`config.mk`:
```
export PLATFORM = sky130hd
export DESIGN_NAME = comment_stripper_core_flat
export DESIGN_NICKNAME = d
export VERILOG_FILES = /design/src/design/cs_pkg.sv /design/src/design/cs_ifs.sv /design/src/design/cs_scan.sv /design/src/design/cs_out_fifo.sv /design/src/design/comment_stripper_core.sv /design/src/flat_wrapper.sv
export SDC_FILE = /design/constraint.sdc
export NUM_CORES = 1
export LEC_CHECK = 0
export BUFFER_PORTS_ARGS = -buffer_cell sky130_fd_sc_hd__buf_2
export CAP_MARGIN = 15
export CORE_ASPECT_RATIO = 0.9
export CORE_MARGIN = 5
export CORE_UTILIZATION = 61
export CTS_CLUSTER_SIZE = 14
export DETAILED_ROUTE_END_ITERATION = 8
export PLACE_DENSITY = 0.78
export SLEW_MARGIN = 0
export SYNTH_ARGS = -nofsm -noshare
export SYNTH_HDL_FRONTEND = slang
export SYNTH_SLANG_ARGS = --single-unit
```
`constraint.sdc`:
```
create_clock -name clk -period 3.9 [get_ports clk]
set_clock_uncertainty 0.05 [all_clocks]
set_input_delay 0.39 -clock clk [delete_from_list [all_inputs] [get_ports clk]]
set_output_delay 0.39 -clock clk [all_outputs]
set_load 0.05 [all_outputs]
```
`src/design/cs_pkg.sv`:
```
// shared types, character codes and the scan function of the comment stripper
package cs_pkg;

  localparam logic [7:0] CH_NL    = 8'h0A;
  localparam logic [7:0] CH_SP    = 8'h20;
  localparam logic [7:0] CH_QUOTE = 8'h22;
  localparam logic [7:0] CH_STAR  = 8'h2A;
  localparam logic [7:0] CH_SLASH = 8'h2F;

  localparam logic [1:0] ERR_NONE   = 2'd0;
  localparam logic [1:0] ERR_NESTED = 2'd1;
  localparam logic [1:0] ERR_UNTERM = 2'd2;

  localparam int unsigned FIFO_DEPTH = 4;
  localparam int unsigned PTR_W      = 2;
  localparam int unsigned LVL_W      = 3;

  typedef enum logic [1:0] {
    SCAN_PLAIN,
    SCAN_LINECMT,
    SCAN_NESTED
  } scan_code_t;

  typedef struct packed {
    logic [7:0] out_char;
    logic       line_done;
    logic [1:0] error_code;
    logic       last;
  } res_t;

  // results of one accepted item, in order
  typedef struct packed {
    logic [1:0] cnt;
    res_t       r0;
    res_t       r1;
  } push_t;

  typedef struct packed {
    logic [LVL_W-1:0] level;
    logic             full2;
  } fifo_stat_t;

  typedef struct packed {
    logic [7:0] held_char;
    logic       held_valid;
    logic       in_string;
    logic       in_block_comment;
    logic       dropping_line;
    logic       stopped;
  } scan_state_t;

  typedef struct packed {
    scan_code_t code;
    logic [7:0] o;
    logic       blank;
    logic       in_blk;
    logic       in_str;
  } scan_res_t;

  // classify c with optional lookahead n
  function automatic scan_res_t scan_char(logic [7:0] c, logic [7:0] n, logic has_n,
                                          logic in_blk, logic in_str);
    scan_res_t  r;
    logic [7:0] ch;
    r.in_str = in_str ^ ((c == CH_QUOTE) && !in_blk);
    r.in_blk = in_blk;
    r.blank  = 1'b0;
    r.code   = SCAN_PLAIN;
    r.o      = 8'h00;
    ch       = c;
    priority if (has_n && c == CH_SLASH && n == CH_SLASH && !in_blk && !r.in_str) begin
      r.code = SCAN_LINECMT;
      r.o    = CH_NL;
    end else if (has_n && c == CH_SLASH && n == CH_STAR && !r.in_str) begin
      if (in_blk) begin
        r.code = SCAN_NESTED;
      end else begin
        r.in_blk = 1'b1;
        r.blank  = 1'b1;
      end
    end else if (has_n && c == CH_STAR && n == CH_SLASH && in_blk) begin
      ch       = CH_SP;
      r.in_blk = 1'b0;
      r.blank  = 1'b1;
    end else begin
    end
    if (r.code == SCAN_PLAIN) begin
      r.o = (r.in_blk && ch != CH_NL) ? CH_SP : ch;
    end
    return r;
  endfunction

endpackage

```
`src/design/cs_ifs.sv`:
```
// valid/ready channel interfaces for source text and cleaned text
interface cs_in_if;
  logic       valid;
  logic       ready;
  logic [7:0] in_char;
  logic       end_of_line;
  logic       end_of_source;

  modport source (output valid, in_char, end_of_line, end_of_source, input ready);
  modport sink   (input valid, in_char, end_of_line, end_of_source, output ready);
endinterface

interface cs_out_if;
  logic       valid;
  logic       ready;
  logic [7:0] out_char;
  logic       line_done;
  logic [1:0] error_code;
  logic       last;

  modport source (output valid, out_char, line_done, error_code, last, input ready);
  modport sink   (input valid, out_char, line_done, error_code, last, output ready);
endinterface

```
`src/design/cs_scan.sv`:
```
// scan state registers and per-character classification logic
module cs_scan (
  input  logic            clk,
  input  logic            rst_n,
  input  logic            acc,
  input  logic [7:0]      in_char,
  input  logic            end_of_line,
  input  logic            end_of_source,
  output cs_pkg::push_t   push
);

  cs_pkg::scan_state_t state_r, state_nxt;
  cs_pkg::scan_res_t   s0, s1;
  cs_pkg::push_t       res;
  logic                line_end;
  logic [7:0]          cur;
  logic                in_blk1, in_str1;

  assign line_end = end_of_line | end_of_source;

  // held character with the new one as lookahead
  assign s0 = cs_pkg::scan_char(state_r.held_char, in_char, 1'b1,
                                state_r.in_block_comment, state_r.in_string);

  always_comb begin
    cur     = in_char;
    in_blk1 = state_r.in_block_comment;
    in_str1 = state_r.in_string;
    if (state_r.held_valid) begin
      in_blk1 = s0.in_blk;
      in_str1 = s0.in_str;
      if (s0.blank) begin
        cur = cs_pkg::CH_SP;
      end
    end
  end

  // line-ending character, no lookahead
  assign s1 = cs_pkg::scan_char(cur, 8'h00, 1'b0, in_blk1, in_str1);

  always_comb begin
    state_nxt = state_r;
    res       = '0;
    priority if (state_r.stopped) begin
    end else if (state_r.dropping_line) begin
      if (line_end) begin
        state_nxt.dropping_line = 1'b0;
        if (end_of_source) begin
          state_nxt = '0;
        end
      end
    end else begin
      state_nxt.held_valid = 1'b0;
      if (state_r.held_valid && s0.code == cs_pkg::SCAN_NESTED) begin
        res.cnt              = 2'd1;
        res.r0.error_code    = cs_pkg::ERR_NESTED;
        res.r0.last          = 1'b1;
        state_nxt.stopped    = 1'b1;
      end else if (state_r.held_valid && s0.code == cs_pkg::SCAN_LINECMT) begin
        res.cnt          = 2'd1;
        res.r0.out_char  = s0.o;
        res.r0.line_done = 1'b1;
        res.r0.last      = 1'b1;
        state_nxt.in_string        = s0.in_str;
        state_nxt.in_block_comment = s0.in_blk;
        if (end_of_source) begin
          state_nxt = '0;
        end else if (!line_end) begin
          state_nxt.dropping_line = 1'b1;
        end
      end else begin
        if (state_r.held_valid) begin
          res.r0.out_char = s0.o;
        end
        if (line_end) begin
          state_nxt.in_string        = s1.in_str;
          state_nxt.in_block_comment = s1.in_blk;
          if (state_r.held_valid) begin
            res.cnt         = 2'd2;
            res.r1.out_char  = s1.o;
            res.r1.line_done = 1'b1;
            res.r1.last      = 1'b1;
          end else begin
            res.cnt          = 2'd1;
            res.r0.out_char  = s1.o;
            res.r0.line_done = 1'b1;
            res.r0.last      = 1'b1;
          end
          if (end_of_source) begin
            if (s1.in_blk) begin
              state_nxt.stopped = 1'b1;
              if (state_r.held_valid) begin
                res.r1.error_code = cs_pkg::ERR_UNTERM;
              end else begin
                res.r0.error_code = cs_pkg::ERR_UNTERM;
              end
            end else begin
              state_nxt = '0;
            end
          end
        end else begin
          state_nxt.in_string        = in_str1;
          state_nxt.in_block_comment = in_blk1;
          state_nxt.held_char        = cur;
          state_nxt.held_valid       = 1'b1;
          if (state_r.held_valid) begin
            res.cnt     = 2'd1;
            res.r0.last = 1'b1;
          end
        end
      end
    end
  end

  always_ff @(posedge clk) begin
    if (!rst_n) begin
      state_r <= '0;
    end else if (acc) begin
      state_r <= state_nxt;
    end
  end

  assign push = acc ? res : '0;

endmodule

```
`src/design/cs_out_fifo.sv`:
```
// four-entry result queue, takes up to two results per cycle
module cs_out_fifo (
  input  logic               clk,
  input  logic               rst_n,
  input  cs_pkg::push_t      push,
  input  logic               pop,
  output cs_pkg::res_t       head,
  output cs_pkg::fifo_stat_t stat
);

  cs_pkg::res_t                mem_r [cs_pkg::FIFO_DEPTH];
  cs_pkg::res_t                head_r;
  logic [cs_pkg::PTR_W-1:0]    wr_ptr_r, wr_ptr_nxt;
  logic [cs_pkg::PTR_W-1:0]    rd_ptr_r, rd_ptr_nxt;
  logic [cs_pkg::LVL_W-1:0]    level_r, level_nxt;
  logic [cs_pkg::PTR_W-1:0]    wr_ptr1;

  assign wr_ptr1    = wr_ptr_r + cs_pkg::PTR_W'(1);
  assign wr_ptr_nxt = wr_ptr_r + push.cnt[cs_pkg::PTR_W-1:0];
  assign rd_ptr_nxt = rd_ptr_r + cs_pkg::PTR_W'(pop);
  assign level_nxt  = level_r + cs_pkg::LVL_W'(push.cnt) - cs_pkg::LVL_W'(pop);

  always_ff @(posedge clk) begin
    if (!rst_n) begin
      wr_ptr_r <= '0;
      rd_ptr_r <= '0;
      level_r  <= '0;
    end else begin
      wr_ptr_r <= wr_ptr_nxt;
      rd_ptr_r <= rd_ptr_nxt;
      level_r  <= level_nxt;
    end
  end

  always_ff @(posedge clk) begin
    if (push.cnt != 2'd0) begin
      mem_r[wr_ptr_r] <= push.r0;
    end
    if (push.cnt == 2'd2) begin
      mem_r[wr_ptr1] <= push.r1;
    end
  end

  // next head, taken from the incoming result when it lands on the read slot
  always_ff @(posedge clk) begin
    if (push.cnt != 2'd0 && wr_ptr_r == rd_ptr_nxt) begin
      head_r <= push.r0;
    end else begin
      head_r <= mem_r[rd_ptr_nxt];
    end
  end

  assign head       = head_r;
  assign stat.level = level_r;
  // set when fewer than two result slots are free
  assign stat.full2 = level_r > cs_pkg::LVL_W'(cs_pkg::FIFO_DEPTH - 2);

endmodule

```
`src/design/comment_stripper_core.sv`:
```
// Comment stripper: takes C source one character per transfer on in_ch and
// gives cleaned text on out_ch. Line comments become a newline with the rest
// of the line dropped; block comment bodies become spaces, newlines kept.
// Each in_ch transfer carries a byte with end_of_line / end_of_source flags;
// each out_ch transfer carries a byte, line_done, error_code and last.
// A character that does not end a line is held for one-character lookahead
// and comes out when the next character arrives; a line-ending character
// comes out with it, so one transfer yields zero, one or two results.
// Results are written into a four-entry queue at the input transfer and are
// registered there; a result written into an empty queue is shown at the
// queue head in the next cycle. in_ch takes one character per cycle while
// the queue has room for two results; the output port carries a single
// result per transfer. When out_ch stalls the queue fills and in_ch.ready
// drops; nothing is lost. After a nested opener or an open
// block comment at end of source an error result is given and all later
// input is taken and discarded until reset. Synchronous reset clears all
// scan state and empties the queue.
module comment_stripper_core (
  input  logic      clk,
  input  logic      rst_n,
  cs_in_if.sink     in_ch,
  cs_out_if.source  out_ch
);

  cs_pkg::push_t      push;
  cs_pkg::res_t       head;
  cs_pkg::fifo_stat_t stat;
  logic               acc;
  logic               pop;

  assign in_ch.ready = !stat.full2;
  assign acc         = in_ch.valid && in_ch.ready;
  assign pop         = out_ch.valid && out_ch.ready;

  cs_scan u_scan (
    .clk           (clk),
    .rst_n         (rst_n),
    .acc           (acc),
    .in_char       (in_ch.in_char),
    .end_of_line   (in_ch.end_of_line),
    .end_of_source (in_ch.end_of_source),
    .push          (push)
  );

  cs_out_fifo u_fifo (
    .clk   (clk),
    .rst_n (rst_n),
    .push  (push),
    .pop   (pop),
    .head  (head),
    .stat  (stat)
  );

  assign out_ch.valid      = stat.level != '0;
  assign out_ch.out_char   = head.out_char;
  assign out_ch.line_done  = head.line_done;
  assign out_ch.error_code = head.error_code;
  assign out_ch.last       = head.last;

`ifndef NO_ASSERTIONS
  a_level_bound: assert property (@(posedge clk) disable iff (!rst_n)
    stat.level <= cs_pkg::LVL_W'(cs_pkg::FIFO_DEPTH))
    else $error("result queue overflow");

  a_push_room: assert property (@(posedge clk) disable iff (!rst_n)
    push.cnt != 2'd0 |-> !stat.full2)
    else $error("results pushed without room");

  a_err_last: assert property (@(posedge clk) disable iff (!rst_n)
    out_ch.valid && (out_ch.error_code != cs_pkg::ERR_NONE || out_ch.line_done)
      |-> out_ch.last)
    else $error("error or line end result not marked last");

  a_stop_after_err: assert property (@(posedge clk) disable iff (!rst_n)
    push.cnt != 2'd0 && push.r0.error_code == cs_pkg::ERR_NESTED |=> push.cnt == 2'd0)
    else $error("results after nested comment error");
`endif

endmodule
```
`src/flat_wrapper.sv`:
```
// flat-port wrapper written by rule: the top's interface ports become plain ports
module comment_stripper_core_flat 
  (clk, rst_n, in_ch_valid, in_ch_in_char, in_ch_end_of_line, in_ch_end_of_source, in_ch_ready, out_ch_valid, out_ch_out_char, out_ch_line_done, out_ch_error_code, out_ch_last, out_ch_ready);
  cs_in_if in_ch_i ();
  cs_out_if out_ch_i ();
  input  logic clk;
  input  logic rst_n;
  input wire logic [$bits(in_ch_i.valid)-1:0] in_ch_valid;
  input wire logic [$bits(in_ch_i.in_char)-1:0] in_ch_in_char;
  input wire logic [$bits(in_ch_i.end_of_line)-1:0] in_ch_end_of_line;
  input wire logic [$bits(in_ch_i.end_of_source)-1:0] in_ch_end_of_source;
  output wire logic [$bits(in_ch_i.ready)-1:0] in_ch_ready;
  output wire logic [$bits(out_ch_i.valid)-1:0] out_ch_valid;
  output wire logic [$bits(out_ch_i.out_char)-1:0] out_ch_out_char;
  output wire logic [$bits(out_ch_i.line_done)-1:0] out_ch_line_done;
  output wire logic [$bits(out_ch_i.error_code)-1:0] out_ch_error_code;
  output wire logic [$bits(out_ch_i.last)-1:0] out_ch_last;
  input wire logic [$bits(out_ch_i.ready)-1:0] out_ch_ready;
  assign in_ch_i.valid = in_ch_valid;
  assign in_ch_i.in_char = in_ch_in_char;
  assign in_ch_i.end_of_line = in_ch_end_of_line;
  assign in_ch_i.end_of_source = in_ch_end_of_source;
  assign in_ch_ready = in_ch_i.ready;
  assign out_ch_valid = out_ch_i.valid;
  assign out_ch_out_char = out_ch_i.out_char;
  assign out_ch_line_done = out_ch_i.line_done;
  assign out_ch_error_code = out_ch_i.error_code;
  assign out_ch_last = out_ch_i.last;
  assign out_ch_i.ready = out_ch_ready;
  comment_stripper_core u_core (.clk(clk), .rst_n(rst_n), .in_ch(in_ch_i), .out_ch(out_ch_i));
endmodule
```
* Word-level counts from Yosys, hierarchy flattened
Memory sizes are Yosys's and may differ from the RTL's. A register that Yosys moved wholly into a read port is not among the register bits.
Cells that the tools add are included.
** Operators by class
- Mux-type cells :: 65
- Equality and inequality tests :: 17
- Add/sub/neg operators :: 5
- Reductions and logical operators :: 26
- Bitwise logic cells :: 4
- $lt $le $gt $ge :: 1
** Operators by type and width (count)
- $mux W26 :: 3
- $mux W8 :: 9
- $mux W13 :: 5
- $mux W12 :: 5
- $eq A8 B6 Y1 const B :: 6
- $mux W11 :: 4
- $mux W2 :: 18
- $mux W9 :: 3
- $mux W1 :: 16
- $ne A8 B4 Y1 const B :: 2
- $logic_and A1 B1 Y1 :: 15
- $reduce_and A8 Y1 :: 1
- $ne A2 B2 Y1 const B :: 3
- $reduce_and A5 Y1 :: 1
- $eq A2 B2 Y1 const B :: 2
- $logic_not A1 Y1 :: 4
- $mux W4 :: 1
- $ne A4 B3 Y1 const B :: 1
- $reduce_and A4 Y1 :: 1
- $add A3 B2 Y3 :: 1
- $gt A3 B2 Y1 const B :: 1
- $mux W3 :: 1
- $ne A3 B2 Y1 const B :: 1
- $reduce_bool A3 Y1 :: 1
- 12 further kinds :: 13
** Storage, ports and cells
- Memory bits (writable) :: 48
- Output and inout port bits :: 14
- Word-level logic and storage cells :: 128
- Register bits :: 20
- Input bits :: 14
- Memories kept :: 1
** Memory list
- u_core.u_fifo.mem_r :: words 4, width 12, rd ports 1, clocked after memory_dff 1, wr ports 2, RTL line cs_out_fifo.sv:11 : cs_pkg::res_t mem_r [cs_pkg::FIFO_DEPTH];

* Longest topological paths before layout
- Depth after elaboration :: 22
- Gate-level depth with buffers :: 13
- Depth with buffers taken out :: 11

* Modules after synthesis
From an unflattened synthesis, not the netlist that was laid out.
** Unflattened totals
- Cells, all modules :: 448
- Area total of the unflattened synthesis :: 4735.8 µm²
** By module, submodules not included
- cs_out_fifo :: cells an instance 273, seq. area each 1821.7 µm², instances 1, area each 3468.3 µm²
- cs_scan :: cells an instance 171, seq. area each 260.2 µm², instances 1, area each 1241.2 µm²
- comment_stripper_core :: cells an instance 4, seq. area each 0.0 µm², instances 1, area each 26.3 µm²

* Worst setup path before layout
OpenSTA, ideal clock, no wires.
- Path kind :: register to register
- From :: reg u_core.u_fifo.level_r[0] (netlist name)
- To :: reg, netlist name u_core.u_fifo.head[5]
- Period minus slack after synthesis :: 3058 ps
- Data required time :: 3716 ps
- Data arrival time :: 2874 ps
- Stages on the path, launching flop included :: 9
- Buffers on the path :: 2
- Setup time :: 134 ps
- Setup slack :: 842 ps
- Path through :: dfxtp_1 > or3_1 > and2_1 > ha_1 > clkbuf_1 > buf_1 > mux4_2 > nand2_1 > o21ai_0
** Between the ends
- Cells in the longest elaborated chain, start to end :: 3
** RTL lines
- start: declaration :: RTL line cs_out_fifo.sv:15 : logic [cs_pkg::LVL_W-1:0] level_r, level_nxt;
- start signal: assignment :: RTL line cs_out_fifo.sv:31 : level_r <= level_nxt;
- $reduce_bool A3 Y1 :: RTL line comment_stripper_core.sv:54 : assign out_ch.valid = stat.level != '0;
- via out_ch_valid :: RTL line flat_wrapper.sv:13 : output wire logic [$bits(out_ch_i.valid)-1:0] out_ch_valid;
- $logic_and A1 B1 Y1 :: RTL line comment_stripper_core.sv:33 : assign pop = out_ch.valid && out_ch.ready;
- $add A2 B1 Y2 :: RTL line cs_out_fifo.sv:20 : assign rd_ptr_nxt = rd_ptr_r + cs_pkg::PTR_W'(pop);
- via u_core.u_fifo.rd_ptr_nxt (one bit) :: RTL line cs_out_fifo.sv:14 : logic [cs_pkg::PTR_W-1:0] rd_ptr_r, rd_ptr_nxt;
The timed path passes the listed nets, and every way through them passes these cells.
A chain may end at the register's enable or synchronous reset.

==> flow_summary.rst <==
.. list-table::
   :header-rows: 1

   * - Metric
     - Value
   * - Share of synthesized area occupied by flip-flops and latches
     - 46.5%
   * - Residual DRC count
     - 0
   * - Sum of routed wire length over all layers
     - 11.2 mm
   * - Area of placed instances
     - 0.00459 mm^2
   * - Yosys Warn Count
     - 0
   * - RSZ-0062 raised after global routing
     - no
   * - Routed vias/inst
     - 6.72
   * - Number of flip-flops and latches in the synthesized netlist
     - 80
   * - Number of primary I/O pins
     - 28
   * - Asr flop ratio synth
     - 0%
   * - Skew-Pair Late Insertion Delay
     - 0.36 ns
   * - Xor/xnor cell area share of the yosys netlist
     - 1.60%
   * - Actual slew at the worst max-slew pin
     - 0.869 ns
   * - Post-synthesis to final-layout area growth
     - 9.61%
   * - Most frequent CP cell
     - sky130_fd_sc_hd__nand2_1
   * - Kind of cell adding the most delay to the critical path
     - simple AND/OR/NAND/NOR gates
   * - Slowest cell on the critical path
     - sky130_fd_sc_hd__dfxtp_1
   * - Pin count of the biggest net entering global routing
     - 23
   * - Cts hold-fix bufs
     - 0
   * - Multiplexer share of the synthesized area
     - 8.47%
   * - Clock tree from TritonCTS
     - built
   * - Crit path time final
     - 3.24 ns
   * - GPL Wtd Cong
     - 0.966
   * - Diode count
     - 0
   * - Inst Count DP
     - 518
   * - Count of cells resized by post-cts repair
     - 0
   * - Maximum level of the CTS H-tree
     - 3
   * - Remaining number of nets flagged by the antenna check after routing
     - 0
   * - Synthesized area
     - 0.00439 mm^2
   * - Count of vias placed by the detailed router
     - 3580
   * - Compound-Gate Fraction of Synth Area
     - 17.6%
   * - Final Net Count
     - 457
   * - Simple-gate portion of the synthesized area
     - 20.6%
   * - Worst ir drop on vdd
     - 0.000279 V
   * - Worst min path class
     - in -> reg
   * - Final cycle utilization of the critical path
     - 83.1%
   * - Cell Rows
     - 29
   * - Clock transition at the registers of the reported paths
     - 0.09 ns
   * - Number of global-route vias before repair
     - 3394
   * - Clock tree buffer depth
     - 2
   * - Cells after synthesis
     - 411
   * - Starting density of the core
     - 62.3%
   * - CTS root buffer
     - sky130_fd_sc_hd__clkbuf_8
   * - Sum of overflow across all layers after global routing
     - 0
   * - Ys flop type
     - sky130_fd_sc_hd__edfxtp_1
   * - Post-Layout Cell Count
     - 533
   * - Dominant combinational cell family by area after synthesis
     - simple AND/OR/NAND/NOR gates
   * - Max-cap violations
     - 0
   * - Initial antenna violation count
     - 0
   * - Vertical die dimension
     - 90.5 um
   * - Final number of max-transition violations
     - 0
   * - Data required time at the worst endpoint
     - 3.85 ns
   * - Non-Filler Cell Area, Final
     - 0.00481 mm^2
   * - Share of layout cells above drive strength 1
     - 18.4%
   * - Endpoints failing setup
     - 0
   * - Final TNS setup
     - 0 ns
   * - Post-DP HPWL
     - 8.10 mm
   * - Port buffer count
     - 27
   * - Global-route wire length before repair
     - 17.9 mm
   * - Number of buffers created by CTS
     - 9
   * - Final Hold Fails
     - 0
   * - Share of the core filled with cells in the final layout
     - 68.3%
   * - Critical-path cell list
     - nor2_1, a21o_1, and4_1, nor2_4, nand2_1, nand2_1
   * - Nature of the critical path endpoint
     - register
   * - Delay of the slowest cell on the worst path
     - 0.72 ns
   * - Max-slew headroom
     - 41.6%
   * - Average instance area after synthesis
     - 10.7 um^2
   * - Post-CTS Setup Inserts
     - 0
   * - Die area
     - 0.00899 mm^2
   * - Count of flip-flops with a built-in enable after synthesis
     - 44
   * - Drt first-iter violations
     - 354
   * - Number of sinks on the clock net
     - 80
   * - Yosys cell types
     - 68
   * - Core footprint
     - 0.00704 mm^2
   * - Arrival time at the worst endpoint
     - 3.19 ns
   * - Tot GR Track Use
     - 25.6%
   * - Power Dens Cells
     - 601 mW/mm^2
   * - Fmax
     - 309 MHz
   * - Outcome
     - completed
   * - Worst Setup Start Kind
     - register
   * - Post-DR wirelength/cell
     - 21.0 um
   * - First-pass iteration count of the detailed router
     - 7
   * - Adder and majority cell fraction of the synthesized area
     - 2.17%
   * - Class of the most critical setup path
     - reg -> reg
   * - Horiz. Die Dim
     - 99.4 um
   * - Standby leakage power
     - 0.00169 uW
   * - Number of buffer and inverter stages on the critical path
     - 0
   * - Crit-path max FO
     - 19
   * - Worst hold slack
     - 0.286 ns
   * - Net count after synthesis
     - 432
-- cell families after synthesis --
group,count (synthesis)
and+or+nand+nor,154
AOI/OAI and AO/OA,110
DFF,80
buffers and inverters,30
muxes,22
xor gates and xnor gates,8
adders and majority gates,7
-- cell type report --
cell class | count | area (um^2)
clock buffers | 9 | 124
clock inverters | 6 | 93.8
fillers | 557 | 2230
inverters | 12 | 45.0
multi-input cells | 301 | 2220
flip-flops and latches | 80 | 2040
well taps | 93 | 116
repair buffers | 32 | 173
-- power by group --
part / total (uW) / internal (uW) / switching, uW / leakage, uW
sequential: 1080 / 1030 / 51.9 / 0.000685
combinational: 1130 / 397 / 733 / 0.000897
clock: 682 / 361 / 321 / 0.000106
-- per-layer routing --
metal	global-route usage (%)	part of all wire (%)	up-vias	routed length [um]
li1	-	-	1636	-
met3	6.72	9.2	28	1030
met2	39.3	46	210	5180
met5	0	0	-	0
met1	35.3	42	1706	4700
met4	8.42	2.6	0	293
-- path summary, 6_finish.rpt --
path	slack (ns)	from	cells past startpoint	to
setup / recovery	0.66	u_core.u_scan.state_r[2]$_SDFFE_PN0P_	6	u_core.u_fifo.mem_r[3][7]$_DFFE_PP_
hold / removal	0.29	in_ch_in_char[6]	3	u_core.u_scan.state_r[11]$_SDFFE_PN0P_
setup reg to reg	0.66	u_core.u_scan.state_r[2]$_SDFFE_PN0P_	6	u_core.u_fifo.mem_r[3][7]$_DFFE_PP_
hold reg to reg	0.47	u_core.u_scan.state_r[10]$_SDFFE_PN0P_	2	u_core.u_scan.state_r[10]$_SDFFE_PN0P_
-- cells in the mapped netlist (8+ instances only) --
| cell | number | area (um^2) |
|---|---|---|
| sky130_fd_sc_hd__o22ai_1 | 36 | 225 |
| sky130_fd_sc_hd__nor2_1 | 18 | 67.6 |
| sky130_fd_sc_hd__clkbuf_1 | 10 | 37.5 |
| sky130_fd_sc_hd__mux4_2 | 12 | 270 |
| sky130_fd_sc_hd__nand4_1 | 9 | 56.3 |
| sky130_fd_sc_hd__mux2i_1 | 9 | 90.1 |
| sky130_fd_sc_hd__nor2b_1 | 8 | 50.1 |
| sky130_fd_sc_hd__dfxtp_1 | 36 | 721 |
| sky130_fd_sc_hd__nand3_1 | 18 | 90.1 |
| sky130_fd_sc_hd__a21oi_1 | 8 | 40.0 |
| sky130_fd_sc_hd__nand2_1 | 47 | 176 |
| sky130_fd_sc_hd__and2_1 | 15 | 93.8 |
| sky130_fd_sc_hd__inv_1 | 12 | 45.0 |
| sky130_fd_sc_hd__edfxtp_1 | 44 | 1320 |
| sky130_fd_sc_hd__o21ai_0 | 20 | 100 |
-- cell usage in the layout, fill, tap and decap left out, types with 4 or more instances in the layout --
master and instances:
sky130_fd_sc_hd__nand2_1 47, sky130_fd_sc_hd__edfxtp_1 44, sky130_fd_sc_hd__o22ai_1 36, sky130_fd_sc_hd__dfxtp_1 36, sky130_fd_sc_hd__buf_2 27, sky130_fd_sc_hd__o21ai_0 20, sky130_fd_sc_hd__nor2_1 18, sky130_fd_sc_hd__nand3_1 18
sky130_fd_sc_hd__and2_1 15, sky130_fd_sc_hd__inv_1 12, sky130_fd_sc_hd__mux4_2 12, sky130_fd_sc_hd__nand4_1 9, sky130_fd_sc_hd__mux2i_1 9, sky130_fd_sc_hd__clkbuf_8 9, sky130_fd_sc_hd__nor2b_1 8, sky130_fd_sc_hd__a21oi_1 8
sky130_fd_sc_hd__a22oi_1 7, sky130_fd_sc_hd__ha_1 6, sky130_fd_sc_hd__o21ai_1 5, sky130_fd_sc_hd__and3_1 5, sky130_fd_sc_hd__xor2_1 5, sky130_fd_sc_hd__buf_4 5, sky130_fd_sc_hd__o211ai_1 4
-- metrics by stage --
stage,total power (uW),worst slack (ns)
6_report,2890,0.659
5_1_grt,3030,0.546
4_1_cts,2900,0.721
3_5_place_dp,2230,0.674
3_3_place_gp,2210,0.724
2_1_floorplan,1970,0.842
-- tightest hold or removal path, stage by stage --
cell and delay [ns]:
sky130_fd_sc_hd__buf_2 0.13, sky130_fd_sc_hd__nand2_1 0.07, sky130_fd_sc_hd__mux2i_1 0.06
-- state kept, by name, indices dropped and copies added (netlist names) --
name,count
u_core.u_fifo.mem_r,48
u_core.u_scan.state_r,13
u_core.u_fifo.head,12
u_core.u_fifo.level_r,3
u_core.u_fifo.rd_ptr_r,2
u_core.u_fifo.wr_ptr_r,2
Power figures use the tool's default switching activity.
